===== src/design/cra_pkg.sv =====
// Shared types and constants of the contiguous ring allocator.
`default_nettype none

package cra_pkg;

  localparam int IdxWidth = 22;
  localparam longint unsigned IdxMax = (64'd1 << IdxWidth) - 64'd1;

  // Capacity after reset, before any configuration write
  localparam logic [IdxWidth-1:0] ResetCap = 22'd2097152;
  localparam logic [IdxWidth-1:0] MinCap   = 22'd2;

  typedef enum logic {
    MODE_ACQUIRE = 1'b0,
    MODE_CONSUME = 1'b1
  } mode_t;

  typedef struct packed {
    mode_t               mode;
    logic [IdxWidth-1:0] alloc_size;
  } item_t;

  typedef struct packed {
    logic                granted;
    logic [IdxWidth-1:0] alloc_offset;
    logic [IdxWidth-1:0] first_offset;
    logic [IdxWidth-1:0] first_length;
    logic [IdxWidth-1:0] second_length;
  } result_t;

  typedef enum logic [2:0] {
    ST_IDLE,
    ST_ACQ_TRY,
    ST_ACQ_RETRY,
    ST_CONSUME
  } state_t;

  // Controller to datapath
  typedef struct packed {
    logic load;      // capture the input transaction
    logic rebuild;   // recompute the free window
    logic acq_done;  // commit acquire, write result
    logic con_done;  // commit consume, write result
  } cmd_t;

  // Datapath to controller
  typedef struct packed {
    logic fits;      // request fits the current window
    logic out_free;  // result register can take a new result
  } status_t;

endpackage

`default_nettype wire


===== src/design/contiguous_ring_allocator_core.sv =====
// Top level of the contiguous ring allocator: controller plus datapath.
//
// Input channel in_valid/in_stall/in_data carries one request: an acquire
// (mode 0) of alloc_size bytes, or a consume (mode 1) of all committed data.
// Output channel out_valid/out_stall/out_data carries one result per request.
// cfg_write_en/cfg_write_data set the ring capacity; write only while idle.
// An acquire that fits the cached window writes its result from the try
// step; a miss adds a retry step after the window rebuild. A consume writes
// its result from the consume step. One request is in flight at a time, so
// the block takes no new request until the last one's result is written.
// The result register lets the next request be accepted while a result
// waits; a stalled receiver holds the result and the controller waits in
// its final step until the result register frees up.
// Reset clears all indices and the window and sets capacity to ResetCap,
// clamped to the capacity limit; no clearing pass is needed.
`default_nettype none

module contiguous_ring_allocator_core
  import cra_pkg::*;
#(
  parameter longint unsigned MAX_CAPACITY = 2097152
) (
  input  wire                 clk,
  input  wire                 rst,
  input  wire                 in_valid,
  output logic                in_stall,
  input  item_t               in_data,
  output logic                out_valid,
  input  wire                 out_stall,
  output result_t             out_data,
  input  wire                 cfg_write_en,
  input  wire  [IdxWidth-1:0] cfg_write_data
);

  localparam logic [IdxWidth-1:0] CapLimit =
    (MAX_CAPACITY > IdxMax) ? IdxWidth'(IdxMax) : MAX_CAPACITY[IdxWidth-1:0];

  cmd_t    cmd;
  status_t status;

  cra_controller u_ctrl (
    .clk      (clk),
    .rst      (rst),
    .in_valid (in_valid),
    .in_mode  (in_data.mode),
    .status   (status),
    .in_stall (in_stall),
    .cmd      (cmd)
  );

  cra_datapath #(
    .CAP_LIMIT (CapLimit)
  ) u_dp (
    .clk            (clk),
    .rst            (rst),
    .cmd            (cmd),
    .in_data        (in_data),
    .cfg_write_en   (cfg_write_en),
    .cfg_write_data (cfg_write_data),
    .out_stall      (out_stall),
    .status         (status),
    .out_valid      (out_valid),
    .out_data       (out_data)
  );

  // One transaction in flight: busy right after an accept
  a_busy_after_accept: assert property (@(posedge clk) disable iff (rst)
    (in_valid && !in_stall) |=> in_stall)
    else $error("input accepted while a request is in flight");

  // A new result only comes out of a request in progress
  a_result_from_request: assert property (@(posedge clk) disable iff (rst)
    $rose(out_valid) |-> $past(in_stall))
    else $error("result produced without a request");

  // Granted acquire results carry no segments
  a_grant_no_segments: assert property (@(posedge clk) disable iff (rst)
    (out_valid && out_data.granted) |->
      (out_data.first_length == '0 && out_data.second_length == '0 &&
       out_data.first_offset == '0))
    else $error("granted result carries readable segments");

  // A zero offset is the only offset of a result that was not granted
  a_offset_needs_grant: assert property (@(posedge clk) disable iff (rst)
    out_valid |-> (out_data.granted || out_data.alloc_offset == '0))
    else $error("offset reported without a grant");

endmodule

`default_nettype wire


===== src/design/cra_controller.sv =====
// Sequencing state machine of the contiguous ring allocator.
`default_nettype none

module cra_controller
  import cra_pkg::*;
(
  input  wire     clk,
  input  wire     rst,
  input  wire     in_valid,
  input  mode_t   in_mode,
  input  status_t status,
  output logic    in_stall,
  output cmd_t    cmd
);

  state_t state;
  state_t state_next;

  always_ff @(posedge clk) begin
    if (rst) begin
      state <= ST_IDLE;
    end else begin
      state <= state_next;
    end
  end

  always_comb begin
    state_next = state;
    case (state)
      ST_IDLE: begin
        if (in_valid) begin
          state_next = (in_mode == MODE_CONSUME) ? ST_CONSUME : ST_ACQ_TRY;
        end
      end
      ST_ACQ_TRY: begin
        // Miss on the cached window: rebuild, then try once more
        if (!status.fits) begin
          state_next = ST_ACQ_RETRY;
        end else if (status.out_free) begin
          state_next = ST_IDLE;
        end
      end
      ST_ACQ_RETRY, ST_CONSUME: begin
        if (status.out_free) begin
          state_next = ST_IDLE;
        end
      end
      default: state_next = ST_IDLE;
    endcase
  end

  always_comb begin
    in_stall     = 1'b1;
    cmd          = '0;
    case (state)
      ST_IDLE: begin
        in_stall = 1'b0;
        cmd.load = in_valid;
      end
      ST_ACQ_TRY: begin
        cmd.rebuild  = !status.fits;
        cmd.acq_done = status.fits && status.out_free;
      end
      ST_ACQ_RETRY: begin
        cmd.acq_done = status.out_free;
      end
      ST_CONSUME: begin
        cmd.con_done = status.out_free;
      end
      default: begin
        in_stall = 1'b1;
      end
    endcase
  end

endmodule

`default_nettype wire


===== src/design/cra_datapath.sv =====
// Index registers, window arithmetic and result register of the ring allocator.
`default_nettype none

module cra_datapath
  import cra_pkg::*;
#(
  parameter logic [IdxWidth-1:0] CAP_LIMIT = 22'd2097152
) (
  input  wire                 clk,
  input  wire                 rst,
  input  cmd_t                cmd,
  input  item_t               in_data,
  input  wire                 cfg_write_en,
  input  wire  [IdxWidth-1:0] cfg_write_data,
  input  wire                 out_stall,
  output status_t             status,
  output logic                out_valid,
  output result_t             out_data
);

  function automatic logic [IdxWidth-1:0] clamp_cap(input logic [IdxWidth-1:0] v);
    logic [IdxWidth-1:0] c;
    c = v;
    if (c > CAP_LIMIT) c = CAP_LIMIT;
    if (c < MinCap) c = MinCap;
    return c;
  endfunction

  logic [IdxWidth-1:0] capacity;
  logic [IdxWidth-1:0] write_index;
  logic [IdxWidth-1:0] read_index;
  logic [IdxWidth-1:0] wrap_end;
  logic [IdxWidth-1:0] window_pos;
  logic [IdxWidth-1:0] window_end;
  item_t               item;

  // Free window room; an inverted window is empty
  logic [IdxWidth-1:0] room;
  logic                fits;

  always_comb begin
    room = (window_end > window_pos) ? (window_end - window_pos) : '0;
    fits = (item.alloc_size <= room);
  end

  // Rebuild terms, signed with two guard bits
  logic signed [IdxWidth+1:0] tail;
  logic signed [IdxWidth+1:0] head;
  logic [IdxWidth-1:0]        read_m1;

  always_comb begin
    tail    = $signed({2'b00, capacity}) - $signed({2'b00, write_index});
    head    = $signed({2'b00, read_index}) - $signed((IdxWidth+2)'(1));
    read_m1 = read_index - IdxWidth'(1);
  end

  logic [IdxWidth-1:0] pos_adv;
  assign pos_adv = window_pos + item.alloc_size;

  // Acquire result
  result_t acq_result;

  always_comb begin
    acq_result              = '0;
    acq_result.granted      = fits;
    acq_result.alloc_offset = fits ? window_pos : '0;
  end

  // Consume segments
  result_t con_result;

  always_comb begin
    con_result = '0;
    if (read_index <= write_index) begin
      con_result.first_offset = read_index;
      con_result.first_length = write_index - read_index;
    end else if (read_index < wrap_end) begin
      con_result.first_offset  = read_index;
      con_result.first_length  = wrap_end - read_index;
      con_result.second_length = write_index;
    end else begin
      con_result.first_length = write_index;
    end
  end

  logic out_free;
  assign out_free = !out_valid || !out_stall;

  always_comb begin
    status.fits     = fits;
    status.out_free = out_free;
  end

  always_ff @(posedge clk) begin
    if (rst) begin
      capacity    <= clamp_cap(ResetCap);
      write_index <= '0;
      read_index  <= '0;
      wrap_end    <= '0;
      window_pos  <= '0;
      window_end  <= '0;
    end else begin
      if (cfg_write_en) begin
        capacity <= clamp_cap(cfg_write_data);
      end
      if (cmd.rebuild) begin
        if (write_index < read_index) begin
          window_pos <= write_index;
          window_end <= read_m1;
        end else if (tail >= head) begin
          window_pos <= write_index;
          window_end <= capacity;
        end else begin
          wrap_end   <= write_index;
          window_pos <= '0;
          window_end <= read_m1;
        end
      end
      if (cmd.acq_done && fits) begin
        window_pos  <= pos_adv;
        write_index <= pos_adv;
      end
      if (cmd.con_done) begin
        read_index <= write_index;
      end
    end
  end

  always_ff @(posedge clk) begin
    if (cmd.load) begin
      item <= in_data;
    end
  end

  always_ff @(posedge clk) begin
    if (rst) begin
      out_valid <= 1'b0;
    end else if (cmd.acq_done || cmd.con_done) begin
      out_valid <= 1'b1;
    end else if (!out_stall) begin
      out_valid <= 1'b0;
    end
  end

  always_ff @(posedge clk) begin
    if (cmd.acq_done) begin
      out_data <= acq_result;
    end else if (cmd.con_done) begin
      out_data <= con_result;
    end
  end

endmodule

`default_nettype wire


===== config.mk =====
export PLATFORM = sky130hd
export DESIGN_NAME = contiguous_ring_allocator_core
export DESIGN_NICKNAME = d
export VERILOG_FILES = /design/src/design/cra_pkg.sv /design/src/design/contiguous_ring_allocator_core.sv /design/src/design/cra_controller.sv /design/src/design/cra_datapath.sv
export SDC_FILE = /design/constraint.sdc
export NUM_CORES = 1
export LEC_CHECK = 0
export ABC_CLOCK_PERIOD_IN_PS = 6700
export BUFFER_PORTS_ARGS = -buffer_cell sky130_fd_sc_hd__buf_2
export CORE_ASPECT_RATIO = 0.75
export CORE_MARGIN = 1.5
export CORE_UTILIZATION = 61
export DETAILED_ROUTE_END_ITERATION = 10
export PLACE_DENSITY = 0.81
export SLEW_MARGIN = 20
export SYNTH_ARGS = -nofsm -noshare
export SYNTH_HDL_FRONTEND = slang
export SYNTH_SLANG_ARGS = --single-unit

===== constraint.sdc =====
create_clock -name clk -period 6.7 [get_ports clk]
set_clock_uncertainty 0.2 [all_clocks]
set_input_delay 0.67 -clock clk [delete_from_list [all_inputs] [get_ports clk]]
set_output_delay 0.67 -clock clk [all_outputs]
set_load 0.005 [all_outputs]

# [Word-level counts from Yosys, hierarchy flattened]
# Cells that the tools add are included.
[classes] add_sub_neg=7 order_cmp=8 n_eq_ne=5 n_mux=31 bitwise=2 n_reduce_logical=12
[op_table] cell="$mux W22" count=16
[op_table] cell="$mux W89" count=2
[op_table] cell="$sub A22 B22 Y22" count=3
[op_table] cell="$le A22 B22 Y1" count=2
[op_table] cell="$lt A22 B22 Y1" count=2
[op_table] cell="$mux W44" count=1
[op_table] cell="$ge A24 B24 Y1" count=1
[op_table] cell="$sub A22 B1 Y23 const B" count=1
[op_table] cell="$sub A22 B22 Y23" count=1
[op_table] cell="$add A22 B22 Y22" count=1
[op_table] cell="$gt A22 B22 Y1" count=1
[op_table] cell="$gt A22 B22 Y1 const B" count=1
[op_table] cell="$lt A22 B2 Y1 const B" count=1
[op_table] cell="$sub A22 B1 Y22 const B" count=1
[op_table] cell="$mux W3" count=3
[op_table] cell="$pmux W3 S3" count=1
[op_table] cell="$eq A3 B2 Y1 const B" count=2
[op_table] cell="$mux W1" count=6
[op_table] cell="$reduce_bool A2 Y1" count=2
[op_table] cell="$eq A3 B1 Y1 const B" count=1
[op_table] cell="$logic_not A1 Y1" count=3
[op_table] cell="$logic_not A3 Y1" count=1
[op_table] cell="$reduce_and A3 Y1" count=1
[op_table] cell="$logic_and A1 B1 Y1" count=2
[op_table] cell="other kinds (7)" count=9
[totals] reg_bits=247 inputBits=50 out_inout_bits=91 wordCells=79

# [Depth between registers and ports, before layout]
[depth] word_depth=7 ltp_mapped=26 mapped_depth_nobuf=24

# [Hierarchy]
# From an unflattened synthesis, not the netlist that was laid out.
[unflattened] hier_cells=1910 hier_area_um2=16457.0
[by_module_without_submodules] mod="cra_datapath" n_inst=1 cells_per_inst=1890 area_each_um2=16266.9 seq_area_each_um2=5335.1
[by_module_without_submodules] mod="cra_controller" n_inst=1 cells_per_inst=20 area_each_um2=190.2 seq_area_each_um2=60.1

# [Worst setup path before layout]
# OpenSTA, ideal clock, no wires.
[synth_timing] kind="register to register" start="reg u_dp.window_pos[0]" end="reg, netlist name u_dp.out_data[66]" setup_ns=0.378 t_arrival_ns=4.923 required_time_ns=6.122 path_slack_ns=1.199 path_stages_with_launch=25 n_path_buf=3 period_less_slack_ns=5.501 path_cell_list="dfxtp_1 -> ha_1 -> inv_1 -> fa_1 -> a21o_1 -> a21o_1 -> a221oi_2 -> o221ai_1 -> a2111o_1 -> a31o_1 -> a21oi_2 -> a41oi_2 -> buf_6 -> nand2_1 -> ha_1 -> a21oi_1 -> o21ai_0 -> a221oi_1 -> o2111ai_1 -> nand2_2 -> a21o_1 -> nand2_1 -> clkbuf_1 -> buf_1 -> inv_1"
[synth_between] elab_chain_cells=6 elab_cells_between_ends=7 classes_between="1 x add/sub; 2 x order compare; 2 x mux; 2 x reduce/logical"
[synth_lines] item="start: declaration" line_no="cra_datapath.sv:33" source="logic [IdxWidth-1:0] window_pos;"
[synth_lines] item="start signal: assignment" line_no="cra_datapath.sv:108" source="window_pos <= write_index;"
[synth_lines] item="start signal: assignment" line_no="cra_datapath.sv:111" source="window_pos <= write_index;"
[synth_lines] item="start signal: assignment" line_no="cra_datapath.sv:120" source="window_pos <= pos_adv;"
[synth_lines] item="$sub A22 B22 Y22 / $gt A22 B22 Y1 (equally long branches)" line_no="cra_datapath.sv:42" source="room = (window_end > window_pos) ? (window_end - window_pos) : '0;"
[synth_lines] item="$mux W22 (*)" line_no="cra_datapath.sv:42"
[synth_lines] item="$le A22 B22 Y1 (*)" line_no="cra_datapath.sv:43" source="fits = (item.alloc_size <= room);"
[synth_lines] item="$logic_and A1 B1 Y1 (*)" line_no="cra_controller.sv:62" source="cmd.acq_done = status.fits && status.out_free;"
[synth_lines] item="$pmux W1 S2 (*)" line_no="cra_controller.sv:55" source="case (state)"
[synth_lines] item="$reduce_bool A2 Y1 (no line) (*)"
# Every way passes the cells marked *; elsewhere a longest branch is shown, timed or not.
# A chain may end at the register's enable or synchronous reset.

# [Worst setup path in the final report]
[layout_timing] start="reg u_dp.window_pos[0]" end="reg u_dp.wrap_end[7]"
[layout_between] elab_chain_cells=6 elab_cells_between_ends=7 classes_between="1 x add/sub; 2 x order compare; 2 x mux; 2 x reduce/logical"
[layout_lines] item="$sub A22 B22 Y22 / $gt A22 B22 Y1 (equally long branches)" line_no="cra_datapath.sv:42"
[layout_lines] item="$mux W22 (*)" line_no="cra_datapath.sv:42"
[layout_lines] item="$le A22 B22 Y1 (*)" line_no="cra_datapath.sv:43"
[layout_lines] item="$logic_not A1 Y1 (*)"
[layout_lines] item="$mux W1 (*)" line_no="cra_controller.sv:55"
[layout_lines] item="$reduce_and A3 Y1 (no line) (*)"
[layout_lines] item="end signal: assignment" line_no="cra_datapath.sv:114" source="wrap_end <= write_index;"
[layout_lines] item="end: declaration" line_no="cra_datapath.sv:32" source="logic [IdxWidth-1:0] wrap_end;"
# Marks and branches as above.

==> results_dict.tcl <==
set metrics [dict create \
    fp.dieH_um 142 \
    syn_inst 1858 \
    slew_violations 0 \
    r2r-end "u_dp.wrap_end[7]$_SDFFE_PP0P_" \
    fin_crit_ns 6.32 \
    synth-main-ff-cell "dfxtp_1" \
    final_cells 2332 \
    path_buf_inv 2 \
    crit_path_start_kind "register" \
    holdPathStages 1 \
    ys_ff_latch 247 \
    nNetsFinal 2184 \
    hold_viol_final 0 \
    hold_path.startpoint "in_data[7]" \
    yosysWarnings 0 \
    synthArstFlopShare 0 \
    grt_pass1_vias 13698 \
    setup_viol 0 \
    seq_area_frac_synth 0.341 \
    viasPerCell 6.30 \
    clk_path_buf_depth 3 \
    startpoint "u_dp.window_pos[0]$_SDFFE_PP0P_" \
    cp_top_family "compound AO/OA/AOI/OAI gates" \
    place_inst 2284 \
    wirelength_mm 46.8 \
    io_buffers 140 \
    grt_max_degree 80 \
    avgSynthCellArea_um2 8.51 \
    grt_pass1_wl_mm 73.6 \
    diodes 0 \
    critPathRequiredTime_ns 6.91 \
    cts.clk_slew.worst_paths_ns 0.07 \
    cts_made_buffers 26 \
    worst_slew_pin_slew_ns 0.931 \
    cts_tree "done" \
    fin_crit_sh 0.943 \
    hold_path.class "primary input to register" \
    cts_sinks 247 \
    clkLatencyLatePin_ns 0.54 \
    area.growth.synth_to_final_pct 12.0 \
    grt_usage 0.346 \
    antenna_found_initial 0 \
    utilization 0.702 \
    slowest_delay_ns 0.56 \
    start_util 0.627 \
    hold_path_end "u_dp.item[7]$_DFFE_PP_" \
    hold_buffers 0 \
    critPathCaptureType "register" \
    core_area_um2 25200 \
    rr_worst_depth 23 \
    rr_startpoint "u_dp.window_pos[0]$_SDFFE_PP0P_" \
    htree_levels 1 \
    max_freq_ghz 0.158 \
    worst_ep_arrival_time_ns 6.53 \
    cp_cell_sequence "ha_1 -> inv_1 -> fa_1 -> a21o_1 -> a21o_1 -> a221oi_2 -> o221ai_1 -> a2111o_1 -> a31o_1 -> a21oi_2 -> a41oi_2 -> nand2_1 -> ha_1 -> a21oi_1 -> a21boi_0 -> o31ai_1 -> o2111ai_1 -> nand2_2 -> or4_4 -> nor3_4 -> buf_4 -> mux2i_1 -> nor2_1" \
    synth_cell_types 84 \
    drt_iter0_drc 1504 \
    routedWlPerCell_um 20.1 \
    grt_overflow_total 0 \
    slew_headroom 0.379 \
    drv_cap 0 \
    rows 50 \
    ant_nets 0 \
    outcome "finished, final reports clean" \
    cts-root-buf "clkbuf_16" \
    crit_fanout 22 \
    synth_top_area_frac 0.256 \
    place_congestion 1.05 \
    dr.pass1.iters 7 \
    worst_slack_ns 0.379 \
    route.vias.total 14699 \
    synth_top_area_cell "dfxtp_1" \
    synth_edf_count 45 \
    drc 0 \
    dieArea_um2 26900 \
    critPathSlowestCell "or4_4" \
    tns_ns 0 \
    syn_area_um2 15800 \
    fill_cells 2077 \
    die_w_um 189 \
    worstSetupPathType "register to register" \
    pin_count 141 \
    ys_top_cells_by_area "dfxtp_1, ha_1, edfxtp_1" \
    rrSetupSlack_ns 0.38 \
    hpwl_mm 35.7 \
    drive_above_1_share 0.123 \
    syn-num-nets 2068 \
    dpl_worst_slack_ns 0.353 \
    rsz0062_at_grt "false" \
]
[timing repair]
action,4_1_cts,5_1_grt
resized for setup,0,2
setup buffers,0,0
setup endpoints to repair,0,23
hold endpoints to repair,0,0
[cell usage in the layout, fill, tap and decap left out, types with 9 or more instances in the layout]
cell	synthesis	layout
dfxtp_1	202	202
a21o_1	51	51
a21oi_1	201	201
and3_1	9	9
nand4_1	18	18
clkbuf_16	0	27
buf_4	2	28
and2_1	12	11
nand2_1	186	185
a22o_1	51	51
a211o_1	10	10
o211ai_1	23	23
o21bai_1	10	10
a31oi_1	20	20
a211oi_1	19	19
mux2i_1	29	29
xnor2_1	80	80
inv_1	94	94
nand2b_1	12	12
buf_2	8	139
ha_1	155	155
o21ai_1	13	13
edfxtp_1	45	45
o21a_1	20	20
nor2_1	177	176
nor3_1	36	36
nor2b_1	33	33
o21ai_0	65	65
nand3_1	36	35
a221oi_1	19	19
xor2_1	27	27
[cells in the mapped netlist, drive strengths merged, types with 4 or more instances]
cell and count:
a2111oi 6, a211o 10, a211oi 19, a21boi 4
a21o 51, a21oi 203, a221o 5, a221oi 20
a22o 51, a31oi 20, and2 13, and3 9
and4 8, buf 24, clkbuf 56, dfxtp 202
edfxtp 45, fa 5, ha 155, inv 94
mux2i 29, nand2 187, nand2b 12, nand3 36
nand3b 8, nand4 18, nor2 178, nor2b 34
nor3 38, nor4 12, o211ai 23, o21a 20
o21ai 78, o21bai 10, o221ai 7, o22ai 5
o31ai 8, or2 6, or3 8, xnor2 80
xor2 27
[worst reg2reg max path, stage by stage, from the launching register on]
cell and delay [ns]:
dfxtp_1 0.38, ha_1 0.19, inv_1 0.06, fa_1 0.40
a21o_1 0.20, a21o_1 0.22, a221oi_2 0.37, o221ai_1 0.25
a2111o_1 0.44, a31o_1 0.24, a21oi_2 0.24, a41oi_2 0.22
nand2_1 0.24, ha_1 0.19, a21oi_1 0.07, a21boi_0 0.34
o31ai_1 0.15, o2111ai_1 0.13, nand2_2 0.18, or4_4 0.56
nor3_4 0.21, buf_4 0.38, mux2i_1 0.29, nor2_1 0.06
[worst max-delay path by stage]
stage               slack [ns]  depth (start not counted)                          endpoint
global placement          0.56                         22  u_dp.window_pos[20]$_SDFFE_PP0P_
finish                    0.38                         23     u_dp.wrap_end[7]$_SDFFE_PP0P_
CTS                       0.29                         22  u_dp.window_pos[20]$_SDFFE_PP0P_
global route              0.13                         23    u_dp.wrap_end[21]$_SDFFE_PP0P_
detailed placement        0.35                         22  u_dp.window_pos[20]$_SDFFE_PP0P_
floorplan                 1.20                         24       u_dp.out_data[66]$_DFFE_PP_
[flip-flops by register name, summed over array words and instances (netlist names)]
name,count
u_dp.window_end,22
u_dp.out_data,89
u_dp.wrap_end,22
u_dp.window_pos,22
u_dp.out_valid,1
u_ctrl.state,3
u_dp.item,22
u_dp.capacity,22
u_dp.write_index,22
u_dp.read_index,22
[final cells by class]
| cell class | instances | area, um^2 | share of cell area |
|---|---|---|---|
| Sequential cell | 247 | 5400 | 0.305 |
| Timing Repair Buffer | 168 | 926 | 0.0523 |
| Tap cell | 338 | 423 | 0.0239 |
| Clock inverter | 17 | 151 | 0.00855 |
| Multi-Input combinational cell | 1437 | 9720 | 0.549 |
| Clock buffer | 31 | 731 | 0.0413 |
| Inverter | 94 | 353 | 0.0199 |
[cell families (layout without fill, tap and decap cells)]
group                      Yosys count  after routing  share of synthesized area
adders and majority gates          160            160                      0.129
xor gates and xnor gates           107            107                     0.0593
and+or+nand+nor                    575            575                      0.170
AOI/OAI and AO/OA                  564            564                      0.235
DFF                                247            247                      0.341
buffers and inverters              174            310                     0.0458
muxes                               30             30                     0.0191
other                                1              1                   0.000237
[metrics by stage]
stage / instance area, um^2 / hold WS, ns
6_report: 17700 / 0.104
5_1_grt: 17700 / 0.0891
4_1_cts: 17700 / 0.0876
2_1_floorplan: 15800 / 0.236
3_5_place_dp: 16800 / 0.246
3_3_place_gp: 16800 / 0.241
[metal layers]
| layer | share of wire | routed length [um] | global-route usage |
|---|---|---|---|
| met1 | 0.46 | 21400 | 0.503 |
| met2 | 0.41 | 19200 | 0.508 |
| met4 | 0.033 | 1550 | 0.116 |
| met3 | 0.10 | 4690 | 0.0700 |
| met5 | 0 | 0 | 0 |
Power is not shown: default switching activity piles up to over one toggle a cycle in this logic, so the estimate is an artifact.
